--- src/rtl/sitda_pkg.sv ---
// ----------------------------------------------------------------------------
// sitda_pkg
// Shared types, constants and the shift-and-add-3 step for the signed integer
// to decimal text converter.
// ----------------------------------------------------------------------------
package sitda_pkg;

   localparam int unsigned NUMBER_WIDTH   = 32;
   localparam int unsigned CHAR_WIDTH     = 6;
   localparam int unsigned NUM_DIGITS     = 10;
   localparam int unsigned BCD_WIDTH      = 4 * NUM_DIGITS;
   localparam int unsigned BITS_PER_STAGE = 8;
   localparam int unsigned NUM_STAGES     = NUMBER_WIDTH / BITS_PER_STAGE;
   localparam int unsigned IDX_WIDTH      = 4;

   localparam logic [CHAR_WIDTH-1:0] CHAR_MINUS = 6'd45;
   localparam logic [CHAR_WIDTH-1:0] CHAR_ZERO  = 6'd48;

   typedef logic [BCD_WIDTH+NUMBER_WIDTH-1:0] dabble_reg_type;

   // One word moving through the conversion pipe.
   typedef struct packed {
      logic                    neg;
      dabble_reg_type          dabble;  // {bcd, remaining binary}
   } conv_word_type;

   // One double-dabble step: correct every BCD digit that is 5 or more, then
   // shift the whole register left by one.
   function automatic dabble_reg_type dabble_step(input dabble_reg_type s);
      dabble_reg_type t;
      logic [3:0]     dig;
      t = s;
      for (int d = 0; d < NUM_DIGITS; d++) begin
         dig = t[NUMBER_WIDTH + 4*d +: 4];
         if (dig >= 4'd5) begin
            t[NUMBER_WIDTH + 4*d +: 4] = dig + 4'd3;
         end
      end
      return {t[BCD_WIDTH+NUMBER_WIDTH-2:0], 1'b0};
   endfunction

endpackage

--- src/rtl/sitda_mag.sv ---
// ----------------------------------------------------------------------------
// sitda_mag
// First pipe stage: splits the signed input into sign and unsigned magnitude.
// ----------------------------------------------------------------------------
module sitda_mag (
   input  logic                                clock,
   input  logic                                reset,
   input  logic                                in_valid,
   output logic                                in_ready,
   input  logic [sitda_pkg::NUMBER_WIDTH-1:0]  in_number,
   output logic                                out_valid,
   input  logic                                out_ready,
   output sitda_pkg::conv_word_type            out_word
);
   import sitda_pkg::*;

   logic                              valid_ff;
   conv_word_type                     word_ff;
   conv_word_type                     word_in;
   logic [NUMBER_WIDTH-1:0]           mag;

   // Magnitude as unsigned, so the most negative value needs no special case.
   assign mag = in_number[NUMBER_WIDTH-1] ? (NUMBER_WIDTH'(0) - in_number) : in_number;

   always_comb begin
      word_in.neg    = in_number[NUMBER_WIDTH-1];
      word_in.dabble = {{BCD_WIDTH{1'b0}}, mag};
   end

   assign in_ready  = !valid_ff || out_ready;
   assign out_valid = valid_ff;
   assign out_word  = word_ff;

   always_ff @(posedge clock) begin
      if (reset) begin
         valid_ff <= 1'b0;
      end else if (in_ready) begin
         valid_ff <= in_valid;
      end
   end

   always_ff @(posedge clock) begin
      if (in_ready && in_valid) begin
         word_ff <= word_in;
      end
   end

endmodule

--- src/rtl/sitda_dabble.sv ---
// ----------------------------------------------------------------------------
// sitda_dabble
// One double-dabble pipe stage: consumes a fixed slice of magnitude bits.
// ----------------------------------------------------------------------------
module sitda_dabble (
   input  logic                      clock,
   input  logic                      reset,
   input  logic                      in_valid,
   output logic                      in_ready,
   input  sitda_pkg::conv_word_type  in_word,
   output logic                      out_valid,
   input  logic                      out_ready,
   output sitda_pkg::conv_word_type  out_word
);
   import sitda_pkg::*;

   logic           valid_ff;
   conv_word_type  word_ff;
   conv_word_type  word_in;

   always_comb begin
      word_in = in_word;
      for (int k = 0; k < BITS_PER_STAGE; k++) begin
         word_in.dabble = dabble_step(word_in.dabble);
      end
   end

   assign in_ready  = !valid_ff || out_ready;
   assign out_valid = valid_ff;
   assign out_word  = word_ff;

   always_ff @(posedge clock) begin
      if (reset) begin
         valid_ff <= 1'b0;
      end else if (in_ready) begin
         valid_ff <= in_valid;
      end
   end

   always_ff @(posedge clock) begin
      if (in_ready && in_valid) begin
         word_ff <= word_in;
      end
   end

endmodule

--- src/rtl/sitda_ser.sv ---
// ----------------------------------------------------------------------------
// sitda_ser
// Character serializer: holds one converted number and sends its sign and
// significant digits, most significant first, one character per word.
// ----------------------------------------------------------------------------
module sitda_ser (
   input  logic                               clock,
   input  logic                               reset,
   input  logic                               in_valid,
   output logic                               in_ready,
   input  sitda_pkg::conv_word_type           in_word,
   output logic                               rsp_valid,
   input  logic                               rsp_stall,
   output logic [sitda_pkg::CHAR_WIDTH-1:0]   rsp_text_char,
   output logic                               rsp_is_last
);
   import sitda_pkg::*;

   logic                   busy_ff;
   logic                   busy_in;
   logic                   minus_ff;
   logic                   minus_in;
   logic [IDX_WIDTH-1:0]   idx_ff;
   logic [IDX_WIDTH-1:0]   idx_in;
   logic [BCD_WIDTH-1:0]   bcd_ff;
   logic [BCD_WIDTH-1:0]   new_bcd;
   logic [IDX_WIDTH-1:0]   top_idx;
   logic [3:0]             cur_digit;
   logic                   out_take;
   logic                   load;

   assign new_bcd = in_word.dabble[BCD_WIDTH+NUMBER_WIDTH-1:NUMBER_WIDTH];

   // Highest nonzero digit; zero keeps index 0 so a lone '0' goes out.
   always_comb begin
      top_idx = '0;
      for (int d = 0; d < NUM_DIGITS; d++) begin
         if (new_bcd[4*d +: 4] != 4'd0) begin
            top_idx = IDX_WIDTH'(d);
         end
      end
   end

   assign cur_digit     = bcd_ff[4*idx_ff +: 4];
   assign rsp_valid     = busy_ff;
   assign rsp_text_char = minus_ff ? CHAR_MINUS : (CHAR_ZERO + {2'b00, cur_digit});
   assign rsp_is_last   = !minus_ff && (idx_ff == '0);

   assign out_take = busy_ff && !rsp_stall;
   assign in_ready = !busy_ff || (out_take && rsp_is_last);
   assign load     = in_ready && in_valid;

   always_comb begin
      busy_in  = busy_ff;
      minus_in = minus_ff;
      idx_in   = idx_ff;
      if (load) begin
         busy_in  = 1'b1;
         minus_in = in_word.neg;
         idx_in   = top_idx;
      end else if (out_take) begin
         if (rsp_is_last) begin
            busy_in = 1'b0;
         end else if (minus_ff) begin
            minus_in = 1'b0;
         end else begin
            idx_in = idx_ff - IDX_WIDTH'(1);
         end
      end
   end

   always_ff @(posedge clock) begin
      if (reset) begin
         busy_ff  <= 1'b0;
         minus_ff <= 1'b0;
         idx_ff   <= '0;
      end else begin
         busy_ff  <= busy_in;
         minus_ff <= minus_in;
         idx_ff   <= idx_in;
      end
   end

   always_ff @(posedge clock) begin
      if (load) begin
         bcd_ff <= new_bcd;
      end
   end

endmodule

--- src/rtl/signed_int_to_decimal_ascii_unit.sv ---
// ----------------------------------------------------------------------------
// signed_int_to_decimal_ascii_unit
// Signed 32-bit integer to decimal ASCII text, most significant digit first.
// ----------------------------------------------------------------------------
// Usage:
//   req_* carries one signed 32-bit number per word (valid/stall handshake).
//   rsp_* carries one ASCII character per word: an optional '-' and then the
//   significant digits; rsp_is_last marks the final character of a number.
//   Zero gives the single character '0'.
// Path: a number taken passes the sign stage, four 8-bit double-dabble
//   stages and the serializer, each of which registers it.
// Throughput: while rsp_stall is low the serializer sends one character per
//   cycle; a number is 1 to 11 characters, and a waiting next number's first
//   character follows the previous last one with no gap. Up to six numbers
//   are in flight, so input is taken every cycle while the pipe fills.
// Stall: rsp_stall holds the current character; the pipe stages back up one
//   by one and req_stall rises only once every stage holds a word.
// Reset: synchronous, clears all valid bits; nothing is in flight afterwards.
// ----------------------------------------------------------------------------
module signed_int_to_decimal_ascii_unit (
   input  logic                               clock,
   input  logic                               reset,
   input  logic                               req_valid,
   output logic                               req_stall,
   input  logic [sitda_pkg::NUMBER_WIDTH-1:0] req_number,
   output logic                               rsp_valid,
   input  logic                               rsp_stall,
   output logic [sitda_pkg::CHAR_WIDTH-1:0]   rsp_text_char,
   output logic                               rsp_is_last
);
   import sitda_pkg::*;

   logic           req_ready;
   logic           stage_valid [0:NUM_STAGES];
   logic           stage_ready [0:NUM_STAGES];
   conv_word_type  stage_word  [0:NUM_STAGES];

   assign req_stall = !req_ready;

   sitda_mag u_mag (
      .clock     (clock),
      .reset     (reset),
      .in_valid  (req_valid),
      .in_ready  (req_ready),
      .in_number (req_number),
      .out_valid (stage_valid[0]),
      .out_ready (stage_ready[0]),
      .out_word  (stage_word[0])
   );

   for (genvar s = 0; s < NUM_STAGES; s++) begin : g_dabble
      sitda_dabble u_dabble (
         .clock     (clock),
         .reset     (reset),
         .in_valid  (stage_valid[s]),
         .in_ready  (stage_ready[s]),
         .in_word   (stage_word[s]),
         .out_valid (stage_valid[s+1]),
         .out_ready (stage_ready[s+1]),
         .out_word  (stage_word[s+1])
      );
   end

   sitda_ser u_ser (
      .clock         (clock),
      .reset         (reset),
      .in_valid      (stage_valid[NUM_STAGES]),
      .in_ready      (stage_ready[NUM_STAGES]),
      .in_word       (stage_word[NUM_STAGES]),
      .rsp_valid     (rsp_valid),
      .rsp_stall     (rsp_stall),
      .rsp_text_char (rsp_text_char),
      .rsp_is_last   (rsp_is_last)
   );

endmodule

--- config.mk ---
export PLATFORM = sky130hd
export DESIGN_NAME = signed_int_to_decimal_ascii_unit
export DESIGN_NICKNAME = d
export VERILOG_FILES = /design/src/rtl/sitda_pkg.sv /design/src/rtl/sitda_mag.sv /design/src/rtl/sitda_dabble.sv /design/src/rtl/sitda_ser.sv /design/src/rtl/signed_int_to_decimal_ascii_unit.sv
export SDC_FILE = /design/constraint.sdc
export NUM_CORES = 1
export LEC_CHECK = 0
export BUFFER_PORTS_ARGS = -buffer_cell sky130_fd_sc_hd__buf_2
export CAP_MARGIN = 20
export CORE_MARGIN = 1.5
export CORE_UTILIZATION = 53
export DETAILED_ROUTE_END_ITERATION = 12
export HOLD_SLACK_MARGIN = 0.15
export PLACE_DENSITY = 0.72
export SYNTH_ARGS = -nofsm -noshare
export SYNTH_HDL_FRONTEND = slang
export SYNTH_SLANG_ARGS = --single-unit
--- constraint.sdc ---
create_clock -name clock -period 7.55 [get_ports clock]
set_clock_uncertainty 0.15 [all_clocks]
set_input_delay 0 -clock clock [delete_from_list [all_inputs] [get_ports clock]]
set_output_delay 0 -clock clock [all_outputs]
set_load 0.02 [all_outputs]
==> results.json <==
{
  "stdcell_area_mm2": 0.0315,
  "die_area_mm2": 0.0548,
  "first_global_vias": 22800,
  "fin_tns_setup_ns": 0,
  "grt_pass1_wl_mm": 102,
  "grt_usage_pct": 21.4,
  "utilization_pct": 59.9,
  "dpl_cell_area_mm2": 0.0293,
  "root_buffer": "clkbuf_16",
  "synth.distinct_cells": 139,
  "finalHoldViolCount": 0,
  "arrival_ns": 7.22,
  "finalSetupViolCount": 0,
  "ys_seq_area_share_pct": 24.9,
  "rows": 84,
  "place_ws_ns": 0.134,
  "drt_first_iter_violations": 1734,
  "syn2layout_area_growth_pct": 11.5,
  "cp-end-kind": "flop",
  "yosysWarningCount": 0,
  "min_from": "req_number[22]",
  "syn-cell-area_mm2": 0.0283,
  "io_buffers": 43,
  "min_delay_worst_endpoint": "u_mag.out_word[22]",
  "setup_slack_ns": 0.478,
  "synthFlopType": "edfxtp_1",
  "clk_pin_slew_ns": 0.06,
  "layout-drive-gt1-share_pct": 12.8,
  "cp_max_fo": 8,
  "overflow": 0,
  "clock_latency_ns": 0.59,
  "io_pins": 45,
  "drt_pass1_iterations": 5,
  "cpPeakStageDelay_ns": 0.45,
  "num_vias": 25900,
  "avgSynthCellArea_um2": 8.14,
  "grt_max_degree": 42,
  "crit_slowest_cell": "edfxtp_1",
  "relSlewSlack_pct": 34.3,
  "final_max_slew_viol_count": 0,
  "fill_cells": 4503,
  "min_period_over_period_pct": 93.7,
  "maxCapViolations": 0,
  "worstHoldPathType": "in2reg",
  "htree_levels": 1,
  "hpwl_mm": 43.3,
  "r2r-end": "g_dabble[3].u_dabble.out_word[45]",
  "drc": 0,
  "antenna_found_initial": 2,
  "syn_inst": 3475,
  "cp_common_cell": "ha_1",
  "min_period_ns": 7.07,
  "start_util_pct": 53.7,
  "status": "finished, final reports clean",
  "critPathLaunchType": "flop",
  "gp_congestion": 0.871,
  "timing.fmax_mhz": 141,
  "synth_edf_count": 227,
  "wl_per_cell_um": 14.3,
  "drtAntennaViolNets": 0,
  "rrSetupSlack_ns": 0.48,
  "cts_buffers": 28,
  "wirelength_mm": 61.6,
  "r2r_start": "g_dabble[2].u_dabble.out_word[40]",
  "clk_path_buf_depth": 3,
  "cts_tree": "built",
  "nets": 3769,
  "required_ns": 7.70,
  "ys_ff_latch": 238,
  "syn_nets": 3654,
  "die_h_um": 234,
  "tightest_slew_ns": 0.982,
  "viasPerCell": 6.02,
  "min_path_cells": 3,
  "cts_sinks": 238,
  "async_reset_ff_share_pct": 0,
  "reg2reg_depth": 36,
  "die_w_um": 234,
  "fp.coreArea_mm2": 0.0527,
  "worst-setup-path-type": "reg2reg"
}
-- synthesized netlist by cell type (70+ instances only) --
cell type | instances | share of area [%]
nor2_1 | 307 | 4.1
clkbuf_1 | 70 | 0.93
ha_1 | 143 | 6.3
nand2_1 | 308 | 4.1
mux2i_1 | 99 | 3.5
nand3_1 | 78 | 1.4
nand2b_1 | 72 | 1.6
edfxtp_1 | 227 | 24
nor3_1 | 94 | 1.7
inv_1 | 195 | 2.6
o21ai_0 | 246 | 4.4
xnor2_1 | 106 | 3.3
a21oi_1 | 233 | 4.1
-- registers in the layout, indices dropped and copies added (netlist names) --
signal and flops:
u_mag.out_word 33, u_ser.bcd_ff 40, g_dabble.u_dabble.out_valid 4, u_ser.rsp_valid 1
g_dabble.u_dabble.out_word 154, u_ser.idx_ff 4, u_mag.out_valid 1, u_ser.minus_ff 1
-- kinds of logic (layout without fill, tap and decap cells) --
family / Yosys count / in the layout / share of synthesized area [%]
compound gates: 1224 / 1224 / 30.2
flops: 238 / 238 / 24.9
mux: 182 / 182 / 7.28
simple gates: 1197 / 1197 / 21.1
xor+xnor: 147 / 147 / 5.12
other cells: 1 / 2 / 0.0133
fa+ha+maj: 152 / 152 / 6.65
buf+inv: 334 / 471 / 4.78
-- worst max-delay path, delay by kind of cell, from the launching register on --
| family | cells | cell delay (ns) |
|---|---|---|
| muxes | 1 | 0.25 |
| buffers and inverters | 6 | 0.61 |
| and+or+nand+nor | 11 | 1.79 |
| DFF | 1 | 0.45 |
| AOI/OAI and AO/OA | 11 | 1.90 |
| adders and majority gates | 7 | 1.65 |
-- per-layer routing --
layer  share of wire (%)  track usage (%)
met5                   0                0
met4                 2.1             5.19
met3                 3.5             2.40
met2                  47             37.0
met1                  47             28.3
-- layout make-up --
type,count,area [um2],share of cell area [%]
multi-input combinational,2903,20200,64.1
timing repair buffer,206,1680,5.33
clock buffer,34,723,2.29
sequential,238,7040,22.3
inverter,213,802,2.54
antenna,1,2.50,0.00793
clock inverter,18,228,0.722
tap,688,861,2.73
-- how the worst max path moves through the flow --
stage / end / startpoint / slack (ns) / depth (start not counted)
global placement: g_dabble[3].u_dabble.out_word[70] / g_dabble[2].u_dabble.out_word[60] / 0.32 / 33
CTS: g_dabble[3].u_dabble.out_word[70] / g_dabble[2].u_dabble.out_word[60] / 0.16 / 33
floorplan: g_dabble[3].u_dabble.out_word[47] / g_dabble[2].u_dabble.out_word[40] / 0.55 / 37
finish: g_dabble[3].u_dabble.out_word[45] / g_dabble[2].u_dabble.out_word[40] / 0.48 / 36
detailed placement: g_dabble[3].u_dabble.out_word[70] / g_dabble[2].u_dabble.out_word[60] / 0.13 / 33
global route: g_dabble[3].u_dabble.out_word[70] / g_dabble[2].u_dabble.out_word[60] / -0.08 / 36
-- per-stage QoR --
step	hold slack, ns	cells
after floorplan	-0.0772	3475
after global placement	0.0440	4137
after detailed placement	0.0432	4138
after CTS	0.155	4287
after global routing	0.190	4300
final	0.207	4301
-- what timing repair did --
item | CTS | global route
endpoints found under the setup margin | 0 | 57
buffers inserted | 0 | 13
endpoints found under the hold margin | 78 | 0
hold buffers | 97 | 0
resized for setup | 0 | 53
-- cell usage in the layout, fill, tap and decap left out, types with 21 or more instances in the layout --
master and instances:
a21boi_0 21, mux2_2 61, xnor2_2 21, a31oi_1 45
nand2b_1 71, dlygate4sd3_1 97, buf_4 66, o21a_1 43
o21ai_0 241, mux2i_1 96, inv_1 195, or3_1 38
xnor2_1 99, xor2_1 21, buf_2 43, o21bai_1 21
a211oi_1 47, o22ai_1 48, a22oi_1 29, ha_1 140
nand3_1 78, clkbuf_16 28, a21o_1 49, o211ai_1 47
edfxtp_1 227, o21ai_1 49, nor2b_1 35, nor3_1 94
nor2_1 304, o31ai_1 28, and3_1 25, nand2_1 308
a21oi_1 228, and2_1 59, or2_2 39
Power is not shown: default switching activity piles up to over one toggle a cycle in this logic, so the estimate is an artifact.
